### src/rtl/core/mpc_fifo.sv
// Small register queue with push/full and pop/empty sides.
// Generic width and depth; used between the stages of the colorizer.
module mpc_fifo #(
   parameter int WIDTH = 8,
   parameter int DEPTH = 2
) (
   input  logic             clock,
   input  logic             reset,
   input  logic             push,
   output logic             full,
   input  logic [WIDTH-1:0] wr_data,
   input  logic             pop,
   output logic             empty,
   output logic [WIDTH-1:0] rd_data
);

   localparam int PTR_W = (DEPTH > 1) ? $clog2(DEPTH) : 1;
   localparam int CNT_W = $clog2(DEPTH + 1);

   logic [WIDTH-1:0] mem_ff [DEPTH];
   logic [PTR_W-1:0] wr_ptr_ff, wr_ptr_in;
   logic [PTR_W-1:0] rd_ptr_ff, rd_ptr_in;
   logic [CNT_W-1:0] count_ff, count_in;
   logic             do_push, do_pop;

   assign full    = (count_ff == CNT_W'(DEPTH));
   assign empty   = (count_ff == '0);
   assign do_push = push && !full;
   assign do_pop  = pop && !empty;
   assign rd_data = mem_ff[rd_ptr_ff];

   function automatic logic [PTR_W-1:0] next_ptr(input logic [PTR_W-1:0] ptr);
      if (ptr == PTR_W'(DEPTH - 1)) begin
         return '0;
      end
      return ptr + PTR_W'(1);
   endfunction

   always_comb begin
      wr_ptr_in = do_push ? next_ptr(wr_ptr_ff) : wr_ptr_ff;
      rd_ptr_in = do_pop ? next_ptr(rd_ptr_ff) : rd_ptr_ff;
      count_in  = count_ff;
      if (do_push && !do_pop) begin
         count_in = count_ff + CNT_W'(1);
      end else if (do_pop && !do_push) begin
         count_in = count_ff - CNT_W'(1);
      end
   end

   always_ff @(posedge clock) begin
      if (reset) begin
         wr_ptr_ff <= '0;
         rd_ptr_ff <= '0;
         count_ff  <= '0;
      end else begin
         wr_ptr_ff <= wr_ptr_in;
         rd_ptr_ff <= rd_ptr_in;
         count_ff  <= count_in;
      end
   end

   always_ff @(posedge clock) begin
      if (do_push) begin
         mem_ff[wr_ptr_ff] <= wr_data;
      end
   end

endmodule

### config.mk
export PLATFORM = sky130hd
export DESIGN_NAME = mpc_fifo
export DESIGN_NICKNAME = d
export VERILOG_FILES = /design/src/rtl/core/mpc_fifo.sv
export SDC_FILE = /design/constraint.sdc
export NUM_CORES = 1
export LEC_CHECK = 0
export BUFFER_PORTS_ARGS = -buffer_cell sky130_fd_sc_hd__buf_2
export CAP_MARGIN = 15
export CORE_MARGIN = 2
export CORE_UTILIZATION = 47
export CTS_BUF_LIST = sky130_fd_sc_hd__clkbuf_8
export DETAILED_ROUTE_END_ITERATION = 8
export GPL_ROUTABILITY_DRIVEN = 0
export PLACE_DENSITY = 0.76
export SLEW_MARGIN = 20
export SYNTH_ARGS = -nofsm -noshare
export SYNTH_HDL_FRONTEND = slang
export SYNTH_SLANG_ARGS = --single-unit
### constraint.sdc
create_clock -name clock -period 1.5 [get_ports clock]
set_input_delay 0.3 -clock clock [delete_from_list [all_inputs] [get_ports clock]]
set_output_delay 0.3 -clock clock [all_outputs]
set_load 0.005 [all_outputs]
# == After elaboration in Yosys (flattened, before gate mapping) ==
# Memories as Yosys holds them, arrays and structs flattened. A register that Yosys moved wholly into a read port is not among the register bits.
# Index checks and enable logic that the tools add are counted.
# W data, S select, Z words.
# totals
register_bits,4
latchBits,0
mem_bits_rw,16
romBits,0
inputBits,12
output_inout_bits,10
word_cells,31
memories,1
# mem_list
name,words,word_bits,read_ports,rd_clocked_by_memory_dff,wr,line,text
mem_ff,2,8,1,1,1,20,logic [WIDTH-1:0] mem_ff [DEPTH];
# op_classes
n_addsub,4
multipliers,0
div_mod_pow,0
order_cmp,0
n_eq_ne,1
shifts,0
mux,12
bitwise_logic,0
n_reduce_logical,10
# ops
op,count
$mux W1,10
$logic_and A1 B1 Y1,4
$logic_not A1 Y1,4
$mux W2,2
$add A1 B1 Y1 const B,2
$add A2 B1 Y2 const B,1
$eq A2 B2 Y1 const B,1
$logic_not A2 Y1,1
$reduce_bool A2 Y1,1
$sub A2 B1 Y2 const B,1

# == Depth between registers and ports, before layout ==
# logic_depth
word_depth,7
mapped_depth,6
ltp_nobuf,6

# == Worst setup path after synthesis ==
# Ideal clock, no wire load.
# synth_path
path_type,register to register
from,reg count_ff[1]
to,reg count_ff[1]
setup_ns,0.070
t_arrival_ns,1.393
required_time_ns,1.430
slack_ns,0.037
path_stages_with_launch,6
path_buffers,0
period_less_slack_ns,1.463
cell_sequence,dfxtp_1 nor2b_2 nor2_1 ha_1 or3_1 a21oi_1
# synth_between
elab_chain_cells,6
word_cells_on_any_way,15
cone_classes,add/sub: 2; eq/ne: 1; mux: 2; reduce/logical: 10
# synth_rtl
item,line,text
from (decl),23,"logic [CNT_W-1:0] count_ff, count_in;"
from (signal assigned),58,count_ff <= count_in;
$eq A2 B2 Y1 *,26,assign full = (count_ff == CNT_W'(DEPTH));
net full,10,"output logic full,"
$logic_not A1 Y1 *,28,assign do_push = push && !full;
$logic_and A1 B1 Y1 *,28,
net do_push,24,"logic do_push, do_pop;"
$logic_not A1 Y1,45,end else if (do_pop && !do_push) begin
$logic_and A1 B1 Y1,45,
$reduce_bool A2 Y1 (no source line),n/a,
# Mark *: on every way through the listed nets, which the timed path passes. The rest lies on a longest branch. The select of a mux whose other input is x is not followed.
# A chain may end at the register's enable or synchronous reset.

==> flow_summary.yaml <==
cts:
  root_buffer: "sky130_fd_sc_hd__clkbuf_8"
  clock_tree.htree_level_count: 1
  cts_tree: "built"
  clk_path_buf_depth: 2
  holdBufCountCts: 0
  cts-buffers-inserted: 3
  clkSinkCount: 21
  clkLatencyLatePin_ns: 0.25
  path_clk_slew_ns: 0.07
floorplan:
  die_w_um: 45.1
  placement_rows: 14
  core_area_um2: 1540
  die-height_um: 45.1
  initial_utilization_pct: 51.5
  pin_count: 22
  fp.dieArea_um2: 2030
routing:
  dr_total_vias: 490
  wl_um: 1250
  initialDrtViolationCount: 4
  post_drt_wl_per_cell_um: 12.9
  drtAntennaViolNets: 0
  drt_first_pass_iters: 3
  detail_route.vias_per_cell: 5.05
  drc: 0
power:
  seq_power_share_pct: 48.2
  cellLeakagePower_nw: 0.426
  power_report.internal_total_mw: 1.26
  swShare_pct: 26.4
  netSwitchingPower_mw: 0.452
  totalPowerFinal_mw: 1.71
  power.ir.vdd_worst_uv: 1080
  p_per_area_nw_per_um2: 1670
  share_comb_of_total_power_pct: 31.5
  clkPwrFrac_pct: 20.2
yosys:
  yosysSeqAreaShare_pct: 73.2
  synth.cell_area_um2: 793
  yosys.cell_types.count: 13
  postSynthNetCount: 63
  synth_top_cell_by_area: "sky130_fd_sc_hd__edfxtp_1"
  synth_seq_cells: 21
  synth_top_cells_by_area: "sky130_fd_sc_hd__edfxtp_1 61%, sky130_fd_sc_hd__dfxtp_1 13%, sky130_fd_sc_hd__mux2_2 11%"
  postSynthCellCount: 50
  synthDominantCellAreaShare_pct: 60.6
  avg_cell_area_syn_um2: 15.9
  synthesis.yosys.warnings: 0
critical_path:
  crit_path_max_fanout: 8
  timing.reg2reg.worst_path_depth: 5
  worstSetupStartpointType: "flop"
  timing.critical_path.cells: "mux2_2 > buf_2"
  crit_cells: 2
  data_arrival_critical_path_ns: 1.13
  worst_path_max_delay_cell: "sky130_fd_sc_hd__dfxtp_4"
  worst-endpoint-required_ns: 1.20
  critPathKind: "reg2out"
  worstPathBufferInverterCount: 1
  timing.rr.start: "count_ff[1]"
  capture_point_of_the_worst_reg_to_reg_path: "count_ff[1]"
  delay_contributed_by_the_slowest_stage_of_the_critical_path_ns: 0.41
  worst_path_dominant_cell_family: "flip-flops"
  kind_of_end_point_of_the_critical_path: "output port"
  rrSetupSlack_ns: 0.09
min_path:
  hold_class: "in2reg"
  hold_end: "mem_ff[0][5]"
  min-delay-start: "wr_data[5]"
  hold_path_cell_cnt: 1
final_layout:
  drive_above_1_share_pct: 54.3
  area_delta_synth_final_pct: 29.0
  fill_cells: 124
  fin_nets: 95
  n_antenna_cell: 0
  post_route_non_filler_standard_cell_count: 97
sta:
  worst_slew_pin_slew_ns: 0.382
  fmaxAchievable_mhz: 698
  maxSlewHeadroom_pct: 74.5
  timing.final.crit_share_pct: 95.5
  endpoints_failing_hold: 0
  setup_repair_after_global_routing_missed_its_margin: "no"
  setup_slack_ns: 0.0674
  finClkSkew_ns: 0.00177
  finalCriticalPeriod_ns: 1.43
  maxSlewViolCount: 0
  report.final.setup_viol: 0
global_routing:
  antenna_found_initial: 0
  wire_length_of_the_first_global_routing_pass_um: 1940
  grt.overflow.total: 0
  grtUsageTotal_pct: 14.6
  grt_max_degree: 13
  vias_in_the_first_global_route: 448
placed_design:
  pre_cts_ws_ns: -0.00749
  portbufs: 21
  dp_hpwl_um: 926
  numPlacedInstances: 91
run:
  drv.max_cap_violation_count: 0
run_status:
  outcome: "finished, final reports clean"
## stage by stage
stage	utilization, %	area, um2	TNS (ns)	hold WS [ns]
floorplan	-	793	0	0.369
global placement	61.7	951	0	0.479
detailed placement	61.7	951	-0.00749	0.490
CTS	65.3	1010	0	0.224
global route	66.4	1020	0	0.215
finish	66.4	1020	0	0.232
## per-layer routing
| metal | part of all wire [%] | wire (um) | GRT usage [%] |
|---|---|---|---|
| met1 | 40 | 505 | 14.6 |
| met2 | 55 | 682 | 25.1 |
| met3 | 4.3 | 54 | 6.00 |
| met4 | 0.72 | 9 | 8.82 |
| met5 | 0 | 0 | 0 |
## flip-flops by register name (all words and copies together), names as in the netlist, named ones only
| signal | cells |
|---|---|
| wr_ptr_ff | 1 |
| mem_ff | 16 |
| rd_ptr_ff | 1 |
| count_ff | 2 |
## area by class of cell
type                       count  area, um2  area share (%)
multi-input combinational     26        205            20.0
sequential                    21        587            57.3
clock buffer                   3       41.3            4.03
inverter                       2       7.51           0.733
tap                           16       20.0            1.96
clock inverter                 1       5.00           0.489
timing repair buffer          28        158            15.4
## logic make-up after synthesis
family                   after synthesis  synth area share, %
adder cells (fa/ha/maj)                1                 1.58
buffers and inverters                  3                 1.58
multiplexers                           8                 11.4
AO/OA/AOI/OAI                          5                 3.15
AND/OR/NAND/NOR                        9                 5.84
flip-flops                            21                 73.2
XOR/XNOR                               3                 3.31
## worst reg2reg max path, cell delays in order (launching register included)
cell and delay (ns):
sky130_fd_sc_hd__dfxtp_2 0.33, sky130_fd_sc_hd__nor2b_4 0.12, sky130_fd_sc_hd__nor2_1 0.12, sky130_fd_sc_hd__ha_1 0.26, sky130_fd_sc_hd__or3_1 0.37, sky130_fd_sc_hd__a21oi_1 0.14
## synth_stat cells
cell                       count
sky130_fd_sc_hd__edfxtp_1     16
sky130_fd_sc_hd__mux2_2        8
sky130_fd_sc_hd__dfxtp_1       5
sky130_fd_sc_hd__nor2_1        5
sky130_fd_sc_hd__o21ai_0       3
sky130_fd_sc_hd__xor2_1        3
sky130_fd_sc_hd__a21oi_1       2
sky130_fd_sc_hd__inv_1         2
sky130_fd_sc_hd__or3_1         2
sky130_fd_sc_hd__and2_1        1
sky130_fd_sc_hd__buf_2         1
sky130_fd_sc_hd__ha_1          1
sky130_fd_sc_hd__nor2b_2       1
## cell usage in the layout (no fill, tap or decap), drive strengths merged
cell | Yosys | final
dfxtp | 5 | 5
mux2 | 8 | 8
and2 | 1 | 1
xor2 | 3 | 3
nor2b | 1 | 1
edfxtp | 16 | 16
o21ai | 3 | 3
or3 | 2 | 2
inv | 2 | 2
nor2 | 5 | 5
buf | 1 | 28
ha | 1 | 1
a21oi | 2 | 2
clkbuf | 0 | 3
clkinv | 0 | 1
## what timing repair did
item                                   CTS  global route
cloned                                   0             0
pin swaps                                0             1
endpoints found under the hold margin    0             0
setup endpoints to repair                9             1
buffers inserted                         0             2
resized for setup                        4             2
## how the worst max path moves through the flow
| stage | from | end | slack (ns) |
|---|---|---|---|
| after floorplan | count_ff[1] | count_ff[1] | 0.04 |
| after global placement | count_ff[0] | count_ff[1] | 0.07 |
| after detailed placement | count_ff[1] | count_ff[1] | -0.007 |
| after CTS | count_ff[0] | count_ff[1] | 0.002 |
| after global routing | flop | rd_data[6] | 0.007 |
| final | flop | rd_data[6] | 0.07 |
## power groups by stage
stage / Sequential (mW) / Combinational [mW] / Clock [mW]
2_1_floorplan: 0.792 / 0.303 / 0
3_3_place_gp: 0.815 / 0.485 / 0
3_5_place_dp: 0.822 / 0.500 / 0
4_1_cts: 0.825 / 0.509 / 0.362
5_1_grt: 0.840 / 0.604 / 0.392
6_report: 0.826 / 0.540 / 0.346
Power figures use the tool's default switching activity.
