==> src/rtl/core/mpc_pkg.sv <==
// Shared types and constants for the escape-time pixel colorizer.
// No dependencies; every other file of the block except mpc_fifo imports this package.
package mpc_pkg;

   localparam int FRAC_BITS = 44;
   localparam int Q_W       = 48;          // signed Q4.44 coordinate
   localparam int STEP_W    = 47;          // unsigned step width
   localparam int PIX_W     = 10;          // row and column index width
   localparam int CNT_W     = 13;          // iteration count width
   localparam int LEVEL_W   = 8;           // color level width
   localparam int ITER_LIMIT = 4096;

   localparam int CSR_INDEX_W = 2;
   localparam int CSR_DATA_W  = 48;

   localparam logic [CSR_INDEX_W-1:0] CSR_LEFT_EDGE   = 2'd0;
   localparam logic [CSR_INDEX_W-1:0] CSR_TOP_EDGE    = 2'd1;
   localparam logic [CSR_INDEX_W-1:0] CSR_COLUMN_STEP = 2'd2;
   localparam logic [CSR_INDEX_W-1:0] CSR_ROW_STEP    = 2'd3;

   localparam logic signed [Q_W-1:0] LEFT_EDGE_RESET   = -48'sd4213328557638;
   localparam logic signed [Q_W-1:0] TOP_EDGE_RESET    = 48'sd11610842789315;
   localparam logic [STEP_W-1:0]     COLUMN_STEP_RESET = 47'd206158430;
   localparam logic [STEP_W-1:0]     ROW_STEP_RESET    = 47'd206158430;

   localparam int MID_QUEUE_DEPTH = 2;
   localparam int RSP_QUEUE_DEPTH = 2;

   typedef struct packed {
      logic signed [Q_W-1:0] left_edge;
      logic signed [Q_W-1:0] top_edge;
      logic [STEP_W-1:0]     column_step;
      logic [STEP_W-1:0]     row_step;
   } view_type;

   typedef struct packed {
      logic signed [Q_W-1:0] cr;
      logic signed [Q_W-1:0] ci;
   } point_type;

   typedef struct packed {
      logic [CNT_W-1:0]   escape_count;
      logic [LEVEL_W-1:0] red_level;
      logic [LEVEL_W-1:0] green_level;
   } result_type;

endpackage

==> src/rtl/core/mpc_front.sv <==
// Front end: takes pixel words and forms the point c in Q4.44 with saturation.
// Depends on mpc_pkg; feeds the point queue ahead of the iteration engine.
module mpc_front (
   input  logic                       clock,
   input  logic                       reset,
   input  mpc_pkg::view_type          view,
   input  logic                       push,
   output logic                       full,
   input  logic [mpc_pkg::PIX_W-1:0]  pixel_row,
   input  logic [mpc_pkg::PIX_W-1:0]  pixel_col,
   output logic                       out_push,
   input  logic                       out_full,
   output mpc_pkg::point_type         out_point
);
   import mpc_pkg::*;

   localparam int PROD_W = STEP_W + PIX_W;
   localparam int SUM_W  = PROD_W + 2;

   logic              s1_valid_ff, s1_valid_in;
   logic [PROD_W-1:0] col_prod_ff, col_prod_in;
   logic [PROD_W-1:0] row_prod_ff, row_prod_in;
   logic              s2_valid_ff, s2_valid_in;
   point_type         point_ff, point_in;
   logic              s2_free, s1_move, accept;
   logic [SUM_W-1:0]  re_sum, im_sum;

   function automatic logic signed [Q_W-1:0] sat_q(input logic [SUM_W-1:0] v);
      if ((&v[SUM_W-1:Q_W-1]) || !(|v[SUM_W-1:Q_W-1])) begin
         return v[Q_W-1:0];
      end
      return v[SUM_W-1] ? {1'b1, {(Q_W-1){1'b0}}} : {1'b0, {(Q_W-1){1'b1}}};
   endfunction

   assign s2_free  = !s2_valid_ff || !out_full;
   assign s1_move  = s1_valid_ff && s2_free;
   assign full     = s1_valid_ff && !s2_free;
   assign accept   = push && !full;
   assign out_push = s2_valid_ff;
   assign out_point = point_ff;

   assign col_prod_in = PROD_W'(view.column_step) * PROD_W'(pixel_col);
   assign row_prod_in = PROD_W'(view.row_step) * PROD_W'(pixel_row);
   assign re_sum = SUM_W'(view.left_edge) + SUM_W'(col_prod_ff);
   assign im_sum = SUM_W'(view.top_edge) - SUM_W'(row_prod_ff);

   always_comb begin
      s1_valid_in = s1_valid_ff;
      if (accept) begin
         s1_valid_in = 1'b1;
      end else if (s1_move) begin
         s1_valid_in = 1'b0;
      end
      s2_valid_in = s2_free ? s1_valid_ff : s2_valid_ff;
      point_in    = point_ff;
      if (s1_move) begin
         point_in.cr = sat_q(re_sum);
         point_in.ci = sat_q(im_sum);
      end
   end

   always_ff @(posedge clock) begin
      if (reset) begin
         s1_valid_ff <= 1'b0;
         s2_valid_ff <= 1'b0;
      end else begin
         s1_valid_ff <= s1_valid_in;
         s2_valid_ff <= s2_valid_in;
      end
   end

   always_ff @(posedge clock) begin
      if (accept) begin
         col_prod_ff <= col_prod_in;
         row_prod_ff <= row_prod_in;
      end
      point_ff <= point_in;
   end

endmodule

==> config.mk <==
export PLATFORM = sky130hd
export DESIGN_NAME = mpc_front
export DESIGN_NICKNAME = d
export VERILOG_FILES = /design/src/rtl/core/mpc_pkg.sv /design/src/rtl/core/mpc_front.sv
export SDC_FILE = /design/constraint.sdc
export NUM_CORES = 2
export LEC_CHECK = 0
export BUFFER_PORTS_ARGS = -buffer_cell sky130_fd_sc_hd__buf_4
export CORE_AREA = 2 2 282 284
export DETAILED_ROUTE_END_ITERATION = 6
export DIE_AREA = 0 0 284 286
export PLACE_DENSITY = 0.8
export SYNTH_ARGS = -nofsm -noshare
export SYNTH_HDL_FRONTEND = slang
export SYNTH_SLANG_ARGS = --single-unit
==> constraint.sdc <==
create_clock -name clock -period 8.1 [get_ports clock]
set_input_delay 0.405 -clock clock [delete_from_list [all_inputs] [get_ports clock]]
set_output_delay 0.405 -clock clock [all_outputs]
set_load 0.01 [all_outputs]
## Word-level counts from Yosys, hierarchy flattened

Index checks and enable logic that the tools add are counted.

- Add/subtract/negate cells: 2
- Multiply operators: 2
- Reductions and logical operators: 17
- Multiplexer cells: 12

Operators by type and width:

| operator | number |
|---|---|
| 48-bit 2-to-1 mux | 6 |
| 47-bit by 10-bit multiplier with 57-bit output | 2 |
| 48-bit by 58-bit adder with 59-bit output | 1 |
| 48-bit by 58-bit subtractor with 59-bit output | 1 |
| 12-bit AND reduction | 2 |
| 12-bit OR reduction | 2 |
| 1-bit zero test | 6 |
| 1-bit 2-to-1 mux | 6 |
| 1-bit logical AND | 3 |
| 1-bit logical OR | 3 |
| 2-bit nonzero test | 1 |

- Register bits: 212
- Input port bits: 214

## Longest topological paths before layout

- Depth after elaboration: 7
- Depth in mapped cells: 26

## Least setup slack after synthesis

No wires, ideal clock.

- Path kind: input -> register
- From: in out_full
- To: reg point_ff (netlist bit out_point[0]), enable pin
- Stages: 1
- Data arrival time: 7.366 ns
- Library setup time: 0.696 ns
- Setup slack: 0.038 ns
- Cells stage by stage: a21boi_0

- Longest elaborated chain between the ends: 3

Ends and longest elaborated chain:

| item | RTL line | text |
|---|---|---|
| start, declared | mpc_front.sv:12 | `input logic out_full,` |
| 1-bit zero test | mpc_front.sv:35 | `assign s2_free = !s2_valid_ff \|\| !out_full;` |
| 1-bit logical OR | mpc_front.sv:35 |  |
| 1-bit logical AND | mpc_front.sv:36 | `assign s1_move = s1_valid_ff && s2_free;` |
| end signal, assigned | mpc_front.sv:77 | `point_ff <= point_in;` |
| end, declared | mpc_front.sv:24 | `point_type point_ff, point_in;` |

Every way passes these cells.
A chain may end at the register's enable or synchronous reset.

## Worst setup path in the final report

- From: in pixel_col[1] (netlist bit)
- To: reg col_prod_ff[52], data pin

- Longest elaborated chain between the ends: 1

Ends and longest elaborated chain:

| item | RTL line | text |
|---|---|---|
| start, declared | mpc_front.sv:10 | `input logic [mpc_pkg::PIX_W-1:0] pixel_col,` |
| 47-bit by 10-bit multiplier with 57-bit output | mpc_front.sv:42 | `assign col_prod_in = PROD_W'(view.column_step) * PROD_W'(pixel_col);` |
| net col_prod_in[52] | mpc_front.sv:21 | `logic [PROD_W-1:0] col_prod_ff, col_prod_in;` |
| end signal, assigned | mpc_front.sv:74 | `col_prod_ff <= col_prod_in;` |
| end, declared | mpc_front.sv:21 |  |

The timed path passes the listed nets, and every way through them passes these cells.

==> summary.md <==
| Metric | Value |
|---|---|
| Status | finished clean |
| Port bufs | 311 |
| First-pass GRT wire length | 194000 um |
| Yosys top cell area share | 0.320 |
| Largest net degree at the start of global routing | 97 |
| GR Util met1 | 0.428 |
| # H-tree levels | 1 |
| Filler cells | 6714 |
| Mapped cell area | roughly 45000 um^2 |
| EDFF count, synth | 210 |
| F_max | 138 MHz |
| Yosys warnings | 0 |
| Nets | 6354 |
| Sink Count | 212 |
| Dpl cell area | 47500 um^2 |
| Global route total overflow | 0 |
| CTS resizes | 0 |
| Final setup skew | 0.0270 ns |
| Sequential area share after synthesis | 0.141 |
| Fin. max-slew vios | 0 |
| Worst Min Path Start | push |
| Drt first pass iters | 6 |
| Iteration-0 DRC Markers | 3054 |
| Global routing usage on met3 | 0.0472 |
| Detail Placement HPWL | 94500 um |
| CTS Buffer Depth | 3 |
| Routing usage on met2 | 0.452 |
| HP Class | in -> reg |
| # rows | 103 |
| Synth area leader | fa_1 |
| DR vias/cell | 5.91 |
| Final setup viols | 0 |
| Worst-Margin Slew | 1.16 ns |
| Post-route design area | roughly 48000 um^2 |
| Routability cong. | approximately 1.0 |
| Top_reg_cell synth | edfxtp_1 |
| CP max FO | 47 |
| Layout area overhead | 7.31% |
| RSZ-0062 raised after global routing | no |
| Synthesized instance count | roughly 5100 |
| CP Capture Type | flip-flop |
| Clock period minus worst slack | 7.24 ns |
| Hold slack | 0.0931 ns |
| PwrDens | 460 nW/um^2 |
| Skew-Pair Late Insertion Delay | 0.55 ns |
| Lkg Pwr | 22.9 nW |
| Die width | between 200 and 300 um |
| Multi-input logic area | 34800 um^2 |
| Async SR Flop Fraction | 0 |
| Max cap viols | 0 |
| Worst VDD drop | 390 uV |
| Root Buffer | clkbuf_16 |
| Initial antenna violation count | 13 |
| R2R Setup Slk | 2.66 ns |
| Grt peak-use layer | met2 |
| Die height | 286 um |
| Synth Area per Inst | roughly 8.8 um^2 |
| Most common cell in the netlist | fa_1 |
| DR vias | 36600 |
| WS Path Type | in -> reg |
| Share of cells above drive strength 1 | 0.0782 |
| Syn Nets | approximately 6300 |
| Reg2reg path depth | 15 |
| FF+latch area | 6350 um^2 |
| CP startpoint kind | primary input |
| Vias in the first global route | 36200 |
| #FFs+latches synth | 212 |
| Period utilisation layout | 0.894 |
| Origin of the critical flop-to-flop path | col_prod_ff[0]$_DFFE_PP_ |
| GRT Util Overall | 0.293 |
| CTS tree | done |
| Crit path DAT | 7.51 ns |
| Setup TNS | 0 ns |
| Worst EP required | between 8 and 9 ns |
| Antenna Violating Nets Remaining | 0 |
| Die area | between 80000 and 90000 um^2 |
| CTS buffer count | 23 |
| Postcts setup bufs | 0 |
| Hold Fails Final Rpt | 0 |
| Commonest cells post-synth | fa_1, nand2_1, inv_1 |
| Ports | 312 |
| Yosys cell types | between 90 and 100 |
| Hold Path Cell Cnt | 3 |
| WL/cell | 19.2 um |
| Final WL | 119000 um |
| Clk slew on worst S/H paths | 0.06 ns |
| Setup crit start | pixel_col[1] |
| Initial Util | 0.574 |
| Drt drc | 0 |
| Synth top area cells | fa_1, edfxtp_1, ha_1 |
| Max_slew headroom | 0.229 |
| Core area | 78400 um^2 |
flip-flops by register name (all words and copies together) (netlist names):
| name | cells |
|---|---|
| out_point | 96 |
| row_prod_ff | 57 |
| out_push | 1 |
| s1_valid_ff | 1 |
| col_prod_ff | 57 |
where the power goes:
group          leakage, nW  total (W)  internal [W]  switching, W
clock network        0.331   0.000992      0.000532      0.000460
registers             2.04    0.00242       0.00230      0.000121
logic                 20.6     0.0188       0.00721        0.0116
total                 22.9     0.0222        0.0100        0.0121
critical path, stage by stage:
cell and delay, ns:
buf_4 0.45, nand2_1 0.16, fa_1 0.56, inv_1 0.05, fa_1 0.50, inv_1 0.06, fa_1 0.53, inv_1 0.05
fa_1 0.50, fa_1 0.41, ha_1 0.34, o211ai_1 0.16, o41ai_1 0.65, o21ai_0 0.26, a21oi_1 0.47, a211oi_1 0.19
o31ai_1 0.69, a211oi_1 0.29, o21ai_0 0.42, a21oi_1 0.14, xnor2_1 0.15
cell usage in the layout (no fill, tap or decap), types with 45 or more instances in the layout:
cell type / instances
a32oi_1: 45
fa_1: 718
a21oi_1: 242
nor4_1: 52
o21ai_0: 126
inv_1: 693
nor2_1: 116
ha_1: 300
xnor2_1: 121
nor3_1: 84
edfxtp_1: 210
and2_1: 526
nand2_1: 707
o211ai_1: 65
xor2_1: 72
buf_4: 327
nand3_1: 95
a21o_1: 111
logic make-up after synthesis:
logic type      synth area share
fa+ha+maj                  0.403
xor+xnor                  0.0384
simple gates               0.198
buf+inv                   0.0869
mux                      0.00290
compound gates             0.129
flops                      0.141
routing by layer:
layer,vias to the layer above,part of all wire,wire length [um]
li1,16700,-,-
met1,18000,0.43,51400
met2,1693,0.45,53500
met3,223,0.087,10400
met4,10,0.030,3600
met5,-,0.00049,58
layout make-up:
class                           count  share of cell area
Multi-Input combinational cell   3863               0.721
Sequential cell                   212               0.132
Inverter                          694              0.0540
Timing Repair Buffer              328              0.0511
Tap cell                         1050              0.0272
Clock buffer                       26              0.0122
Clock inverter                     15             0.00228
Antenna cell                        9            0.000467
final timing paths:
path,endpoint
worst min register to register,out_push$_SDFFE_PP0P_
worst max-delay path,col_prod_ff[52]$_DFFE_PP_
worst max register to register,out_point[62]$_DFFE_PP_
worst min-delay path,s1_valid_ff$_SDFFE_PP0P_
what timing repair did:
action                                 CTS  global route
setup endpoints to repair                0             0
endpoints found under the hold margin    1             0
hold buffers                             1             0
stage by stage:
stage	utilization	std cells	total power, W	setup slack (ns)
final	0.615	6197	0.0222	0.859
after global routing	0.615	6195	0.0243	0.436
after CTS	0.615	6188	0.0218	0.934
after detailed placement	0.606	6146	0.0207	0.387
after global placement	0.606	6146	0.0203	0.579
after floorplan	-	5086	0.0160	0.0382
Note: power is estimated with default switching activity, not from simulation.
